--- src/hdl/fcf_pkg.sv ---
// ----------------------------------------------------------------------------
// FIR convolution filter package
// Shared codes, widths and the control word that the sequencer passes to the
// multiply-accumulate unit.
// ----------------------------------------------------------------------------
package fcf_pkg;

   // Field widths fixed by the stream format.
   localparam int TAP_INDEX_BITS = 10;
   localparam int TAP_COUNT_BITS = 11;

   // Width of the running sum of products.
   localparam int ACC_BITS = 64;

   // Item kinds carried in req_tuser.
   localparam logic CMD_LOAD   = 1'b0;
   localparam logic CMD_FILTER = 1'b1;

   // One step of the tap walk, issued together with the memory reads.
   typedef struct packed {
      logic valid;   // a tap read is issued in this cycle
      logic first;   // first tap of the sample, restarts the sum
      logic last;    // last tap of the sample
      logic live;    // the history entry was written since reset
   } mac_ctrl_type;

endpackage

--- src/hdl/fcf_mac.sv ---
// ----------------------------------------------------------------------------
// FIR convolution filter multiply-accumulate unit
// Registered multiply, 64-bit saturating accumulate, then round half up and
// saturate the sum back to a Q1.(SAMPLE_BITS-1) sample.
// ----------------------------------------------------------------------------
module fcf_mac
   import fcf_pkg::*;
#(
   parameter int SAMPLE_BITS = 24
) (
   input  logic                          clock,
   input  logic                          reset,
   input  mac_ctrl_type                  ctrl,
   input  logic signed [SAMPLE_BITS-1:0] coef_q,
   input  logic signed [SAMPLE_BITS-1:0] hist_q,
   output logic                          res_valid,
   output logic signed [SAMPLE_BITS-1:0] res_sample
);

   localparam int FRAC = SAMPLE_BITS - 1;
   localparam int PW   = 2 * SAMPLE_BITS;

   localparam logic [ACC_BITS-1:0] ACC_MAX = {1'b0, {(ACC_BITS-1){1'b1}}};
   localparam logic [ACC_BITS-1:0] ACC_MIN = {1'b1, {(ACC_BITS-1){1'b0}}};
   localparam logic [ACC_BITS-1:0] HALF    = ACC_BITS'(1) << (FRAC - 1);
   localparam logic signed [ACC_BITS-1:0] OUT_MAX = (ACC_BITS'(1) << FRAC) - ACC_BITS'(1);
   localparam logic signed [ACC_BITS-1:0] OUT_MIN = ~OUT_MAX;

   mac_ctrl_type                   ctrl_d_ff;
   mac_ctrl_type                   ctrl_p_ff;
   logic signed [PW-1:0]           prod_ff;
   logic signed [PW-1:0]           prod_in;
   logic signed [ACC_BITS-1:0]     prod_ext;
   logic signed [ACC_BITS-1:0]     acc_ff;
   logic signed [ACC_BITS-1:0]     acc_in;
   logic        [ACC_BITS:0]       acc_sum;
   logic                           acc_done_ff;
   logic signed [ACC_BITS-1:0]     rnd_ff;
   logic signed [ACC_BITS-1:0]     rnd_in;
   logic        [ACC_BITS:0]       rnd_sum;
   logic                           rnd_valid_ff;
   logic signed [ACC_BITS-1:0]     shifted;
   logic signed [SAMPLE_BITS-1:0]  res_ff;
   logic signed [SAMPLE_BITS-1:0]  res_in;
   logic                           res_valid_ff;

   // Taps whose history entry was never written contribute zero.
   always_comb begin
      if (ctrl_d_ff.live) begin
         prod_in = coef_q * hist_q;
      end else begin
         prod_in = '0;
      end
   end

   assign prod_ext = ACC_BITS'(prod_ff);
   assign acc_sum  = {acc_ff[ACC_BITS-1], acc_ff} + {prod_ext[ACC_BITS-1], prod_ext};

   always_comb begin
      if (ctrl_p_ff.first) begin
         acc_in = prod_ext;
      end else if (acc_sum[ACC_BITS] != acc_sum[ACC_BITS-1]) begin
         acc_in = acc_sum[ACC_BITS] ? ACC_MIN : ACC_MAX;
      end else begin
         acc_in = acc_sum[ACC_BITS-1:0];
      end
   end

   // The rounding constant is positive, so only the upper bound can be hit.
   assign rnd_sum = {acc_ff[ACC_BITS-1], acc_ff} + {1'b0, HALF};

   always_comb begin
      if (rnd_sum[ACC_BITS] != rnd_sum[ACC_BITS-1]) begin
         rnd_in = ACC_MAX;
      end else begin
         rnd_in = rnd_sum[ACC_BITS-1:0];
      end
   end

   // An arithmetic shift floors, which together with the added half rounds up.
   assign shifted = rnd_ff >>> FRAC;

   always_comb begin
      if (shifted > OUT_MAX) begin
         res_in = OUT_MAX[SAMPLE_BITS-1:0];
      end else if (shifted < OUT_MIN) begin
         res_in = OUT_MIN[SAMPLE_BITS-1:0];
      end else begin
         res_in = shifted[SAMPLE_BITS-1:0];
      end
   end

   always_ff @(posedge clock) begin
      if (reset) begin
         ctrl_d_ff    <= '0;
         ctrl_p_ff    <= '0;
         acc_done_ff  <= 1'b0;
         rnd_valid_ff <= 1'b0;
         res_valid_ff <= 1'b0;
      end else begin
         ctrl_d_ff    <= ctrl;
         ctrl_p_ff    <= ctrl_d_ff;
         acc_done_ff  <= ctrl_p_ff.valid && ctrl_p_ff.last;
         rnd_valid_ff <= acc_done_ff;
         res_valid_ff <= rnd_valid_ff;
      end
      prod_ff <= prod_in;
      if (ctrl_p_ff.valid) begin
         acc_ff <= acc_in;
      end
      if (acc_done_ff) begin
         rnd_ff <= rnd_in;
      end
      if (rnd_valid_ff) begin
         res_ff <= res_in;
      end
   end

   assign res_valid  = res_valid_ff;
   assign res_sample = res_ff;

endmodule
--- config.mk ---
export PLATFORM = sky130hd
export DESIGN_NAME = fcf_mac
export DESIGN_NICKNAME = d
export VERILOG_FILES = /design/src/hdl/fcf_pkg.sv /design/src/hdl/fcf_mac.sv
export SDC_FILE = /design/constraint.sdc
export NUM_CORES = 2
export LEC_CHECK = 0
export ABC_AREA = 1
export BUFFER_PORTS_ARGS = -buffer_cell sky130_fd_sc_hd__buf_2
export CAP_MARGIN = 20
export CORE_MARGIN = 3
export CORE_UTILIZATION = 40
export CTS_CLUSTER_DIAMETER = 150
export DETAILED_ROUTE_END_ITERATION = 16
export PLACE_DENSITY_LB_ADDON = 0.2
export SLEW_MARGIN = 10
export SYNTH_ARGS = -nofsm -noshare
export SYNTH_HDL_FRONTEND = slang
export SYNTH_SLANG_ARGS = --single-unit
--- constraint.sdc ---
create_clock -name clock -period 7.2 [get_ports clock]
set_input_delay 0.36 -clock clock [delete_from_list [all_inputs] [get_ports clock]]
set_output_delay 0.36 -clock clock [all_outputs]
set_load 0.02 [all_outputs]
[After elaboration in Yosys (flattened, before gate mapping)]
Index checks and enable logic that the tools add are counted.
Widths: inputs -> output; s select.
Word-level totals
  register bits: 210
  latch bits: 0
  bits in writable memories: 0
  ROM bits: 0
  bits of input ports: 54
  output and inout port bits: 25
  word-level logic and storage cells: 26
  memories kept: 0
Operators by class
  $add $sub $neg: 2
  $mul: 1
  div/mod/pow operators: 0
  order comparisons: 2
  equality and inequality tests: 2
  shift operators: 0
  multiplexer cells: 4
  bitwise logic cells: 0
  reductions and logical operators: 1
Operators with widths (count)
  $mux 64: 3
  $add 64x24->65 const B: 1
  $add 64x48->65: 1
  $mul 24x24->48: 1
  $gt 41x24->1 const B: 1
  $lt 41x24->1 const B: 1
  $mux 24: 1
  $ne 1x1->1: 2
  $logic_and 1x1->1: 1

[Depth between registers and ports, before layout]
  depth after elaboration: 4
  mapped depth: 29
  gate-level depth less buffers: 28

[Least setup slack after synthesis]
No wires, ideal clock.
  path type: in2reg
  start point: in coef_q[23]
  end point: reg prod_ff[46]
  library setup time: 0.070 ns
  arrival time: 6.797 ns
  data required time: 7.130 ns
  path slack: 0.333 ns
  stages: 25
  path buffers: 1
  path through: clkbuf_1 nand2_1 inv_1 fa_1 fa_1 inv_1 fa_1 inv_1 fa_1 inv_1 fa_1 inv_1 fa_1 inv_1 fa_1 inv_1 ha_1 nand2_1 nor3_1 inv_1 nor4_1 nand3_1 nand3_1 o21ai_0 a21oi_1
Between the ends
  word-level cells in the longest chain between the ends: 1
RTL lines
  from (decl): RTL line fcf_mac.sv:14  | input logic signed [SAMPLE_BITS-1:0] coef_q,
  $mul 24x24->48: RTL line fcf_mac.sv:50  | prod_in = coef_q * hist_q;
  to (signal assigned): RTL line fcf_mac.sv:107  | prod_ff <= prod_in;
  to (decl): RTL line fcf_mac.sv:31  | logic signed [PW-1:0] prod_ff;
Every way passes these cells.
A chain may end at the register's enable or synchronous reset.

[Worst setup path after layout]
  start point: in coef_q[13]
  end point: reg prod_ff[31]
Same word-level chain as after synthesis.

==> key figures <==
Run status
  – Status: finished, final reports clean

Clock network
  – H-tree Lvls: 4
  – CTS tree: built
  – Hold buffer count at cts: 0
  – CTS root buf: clkbuf_16
  – Clk sinks: between 150 and 200
  – Post-cts sizing count: 0
  – Clk buf depth: 2
  – Clk Latency, worst-skew pair: ~470 ps
  – Setup bufs post-CTS: 0
  – Reg clk slew, reported paths: 80 ps
  – TritonCTS buffer count: 17

Yosys
  – Top cell type's share of synthesized area: between 30% and 40%
  – Post-synth ARST share: 0%
  – Synth area leaders: fa_1, inv_1, nand2_1, edfxtp_1, ha_1
  – Cell taking the most area after synthesis: fa_1
  – FF+latch count, synth: 187
  – Distinct cells, synth: slightly below 50
  – Synth Cell Area: ~36000 um2
  – Ys flop type: edfxtp_1
  – Post-Synthesis Cells: about 4700
  – YS warnings: 0
  – Syn_nets: ~5500
  – Post-synth EDFFs: around 130
  – Syn Area/Cell: between 7 and 8 um2
  – Part of the Yosys area used for sequential elements: 14.2%

Global routing
  – Met3 Use GR: roughly 1.6%
  – First-pass GRT wire length: 166000 um
  – GR Util All Layers: roughly 23%
  – Initial antenna violation count: 0
  – Number of global-route vias before repair: around 30000
  – Overflow after GRT: 0
  – Gr busiest metal: met2
  – Met2 Track Usage GR: between 40% and 50%
  – Pin count of the biggest net entering global routing: 66
  – Met1 GRT Util: approximately 30%

Critical path
  – Critical Path End Type: flop
  – Slowest stage cell, crit path: nor4_1
  – CP Class: input port to flop
  – FF-to-FF path depth: 14
  – Worst Path Required: between 7000 and 8000 ps
  – Maximum fanout along the worst path: 24
  – CP most frequent cell: fa_1
  – Reg2Reg Launch Point: prod_ff[47]
  – Worst path arrival time: approximately 7000 ps
  – Crit path launch: coef_q[13]
  – Max incr delay on CP: between 500 and 600 ps
  – Startpoint Class: input port

Cells and area
  – Fraction of layout instances using a drive strength above 1: under 10%
  – Cell Count, Final, Fillers Out: 5888
  – Fin util: between 40% and 50%
  – Number of antenna diodes: 0
  – Area Growth Syn to Fin: 6.99%
  – Final layout net count: about 5600

Route
  – Via count: about 29000
  – Residual DRC: 0
  – DRT iter0 DRCs: between 1500 and 2000
  – Routed wire per std cell: about 17 um
  – Vias per Instance: around 4.9
  – DRT Pass-1 Iters: 5
  – Antenna Nets Post-Route: 0
  – Wirelength, routed: approximately 100000 um

STA
  – Finish-stage setup viols: 0
  – Relative slew slack: between 30 and 40%
  – Max Clk Rate: 150 MHz
  – Setup tns final: 0 ps
  – Final hold violation count: 0
  – Unrepaired setup endpoints after global routing: no
  – Final Critical Period: approximately 6600 ps
  – Final max-slew violation count: 0
  – Clock Skews: about 16 ps
  – Worst-margin pin slew: slightly below 1000 ps
  – Period utilization: 92.3%

Die
  – Die area: 92400 um2
  – Die height: 304 um
  – # IOs: just under 80
  – Die Width: approximately 300 um
  – Row count: between 100 and 150
  – Initial core utilization: between 40% and 50%
  – Core Region: ~87000 um2

Run
  – Max-cap violations: 0

Placed design
  – Placed cell count: 5854
  – IO buf count: 78
  – RD Place Congestion: approximately 1
  – DP Wirelength: ~87000 um

Min path
  – Hold path depth: 3
  – Hold Crit Class: input port to flop
  – HP Start: ctrl[3]
==> critical path: cells and delay by family <==
family                     cells  cell delay [ps]
adders and majority gates      8             3950
and+or+nand+nor                8             1280
buffers and inverters          7              920
AOI/OAI and AO/OA              2              480
==> cells in the mapped netlist (58+ instances only) <==
library cell and instances:
dfxtp_1 58, ha_1 199, nor2_1 293, o21ai_0 93
edfxtp_1 129, a21oi_2 61, inv_1 1265, nand3_1 111
fa_1 608, clkbuf_1 114, a21oi_1 193, nand2_1 1216
==> kinds of logic after synthesis <==
group	Yosys count	share of synthesized area [%]
flops	187	14.2
buf+inv	1400	15.0
simple gates	1802	20.9
xor+xnor	68	1.68
fa+ha+maj	807	41.3
compound gates	414	6.95
==> through the flow <==
stage                     worst slack [ps]  cell area, um2  hold slack [ps]
after detailed placement              50.2           37400              390
after global routing                   133           38000              103
after floorplan                        333           35500              388
after global placement                48.4           37400              386
final                                  551           38000             89.8
after CTS                              556           38000             71.8
==> layer usage <==
layer	share of wire [%]	vias to the layer above
met5	0	-
met4	2.3	0
met3	3.7	127
met2	50	613
met1	44	14000
li1	-	13900
==> sequential cells by signal (all words and copies together) (netlist names) <==
signal        flops
ctrl_d_ff         4
res_valid         1
ctrl_p_ff         3
acc_done_ff       1
prod_ff          48
res_sample       24
rnd_ff           41
rnd_valid_ff      1
acc_ff           64
==> placed cells by master, fill, tap and decap left out, drive strengths merged, types with 17 or more instances in the layout <==
cell    netlist  routed
ha          199     199
or2          30      30
inv        1271    1279
nand3       115     115
clkbuf      114      17
buf          15     152
o21bai       20      20
edfxtp      129     129
nor2        307     307
xor2         55      55
dfxtp        58      58
nor3         41      41
o21ai        95      95
a21oi       255     255
nor4         25      25
fa          608     608
nand4        36      36
nand2      1236    1236
==> path summary, 6_finish.rpt <==
kind                                      to  slack (ps)
worst max-delay path             prod_ff[31]         550
worst min-delay path            ctrl_d_ff[3]          90
worst max register to register     acc_ff[1]        2810
worst min register to register  ctrl_p_ff[3]         400
==> area by class of cell <==
class / count / area [um2]
multi-input combinational: 3091 / 25200
timing repair buffer: 152 / 982
clock inverter: 15 / 176
inverter: 1271 / 4770
sequential: 187 / 5040
clock buffer: 17 / 425
fill: 8980 / 49400
tap: 1155 / 1450
Power is left out: the tool's default activity adds up to more than one toggle a clock period on the data nets, which glitch-free logic cannot reach.
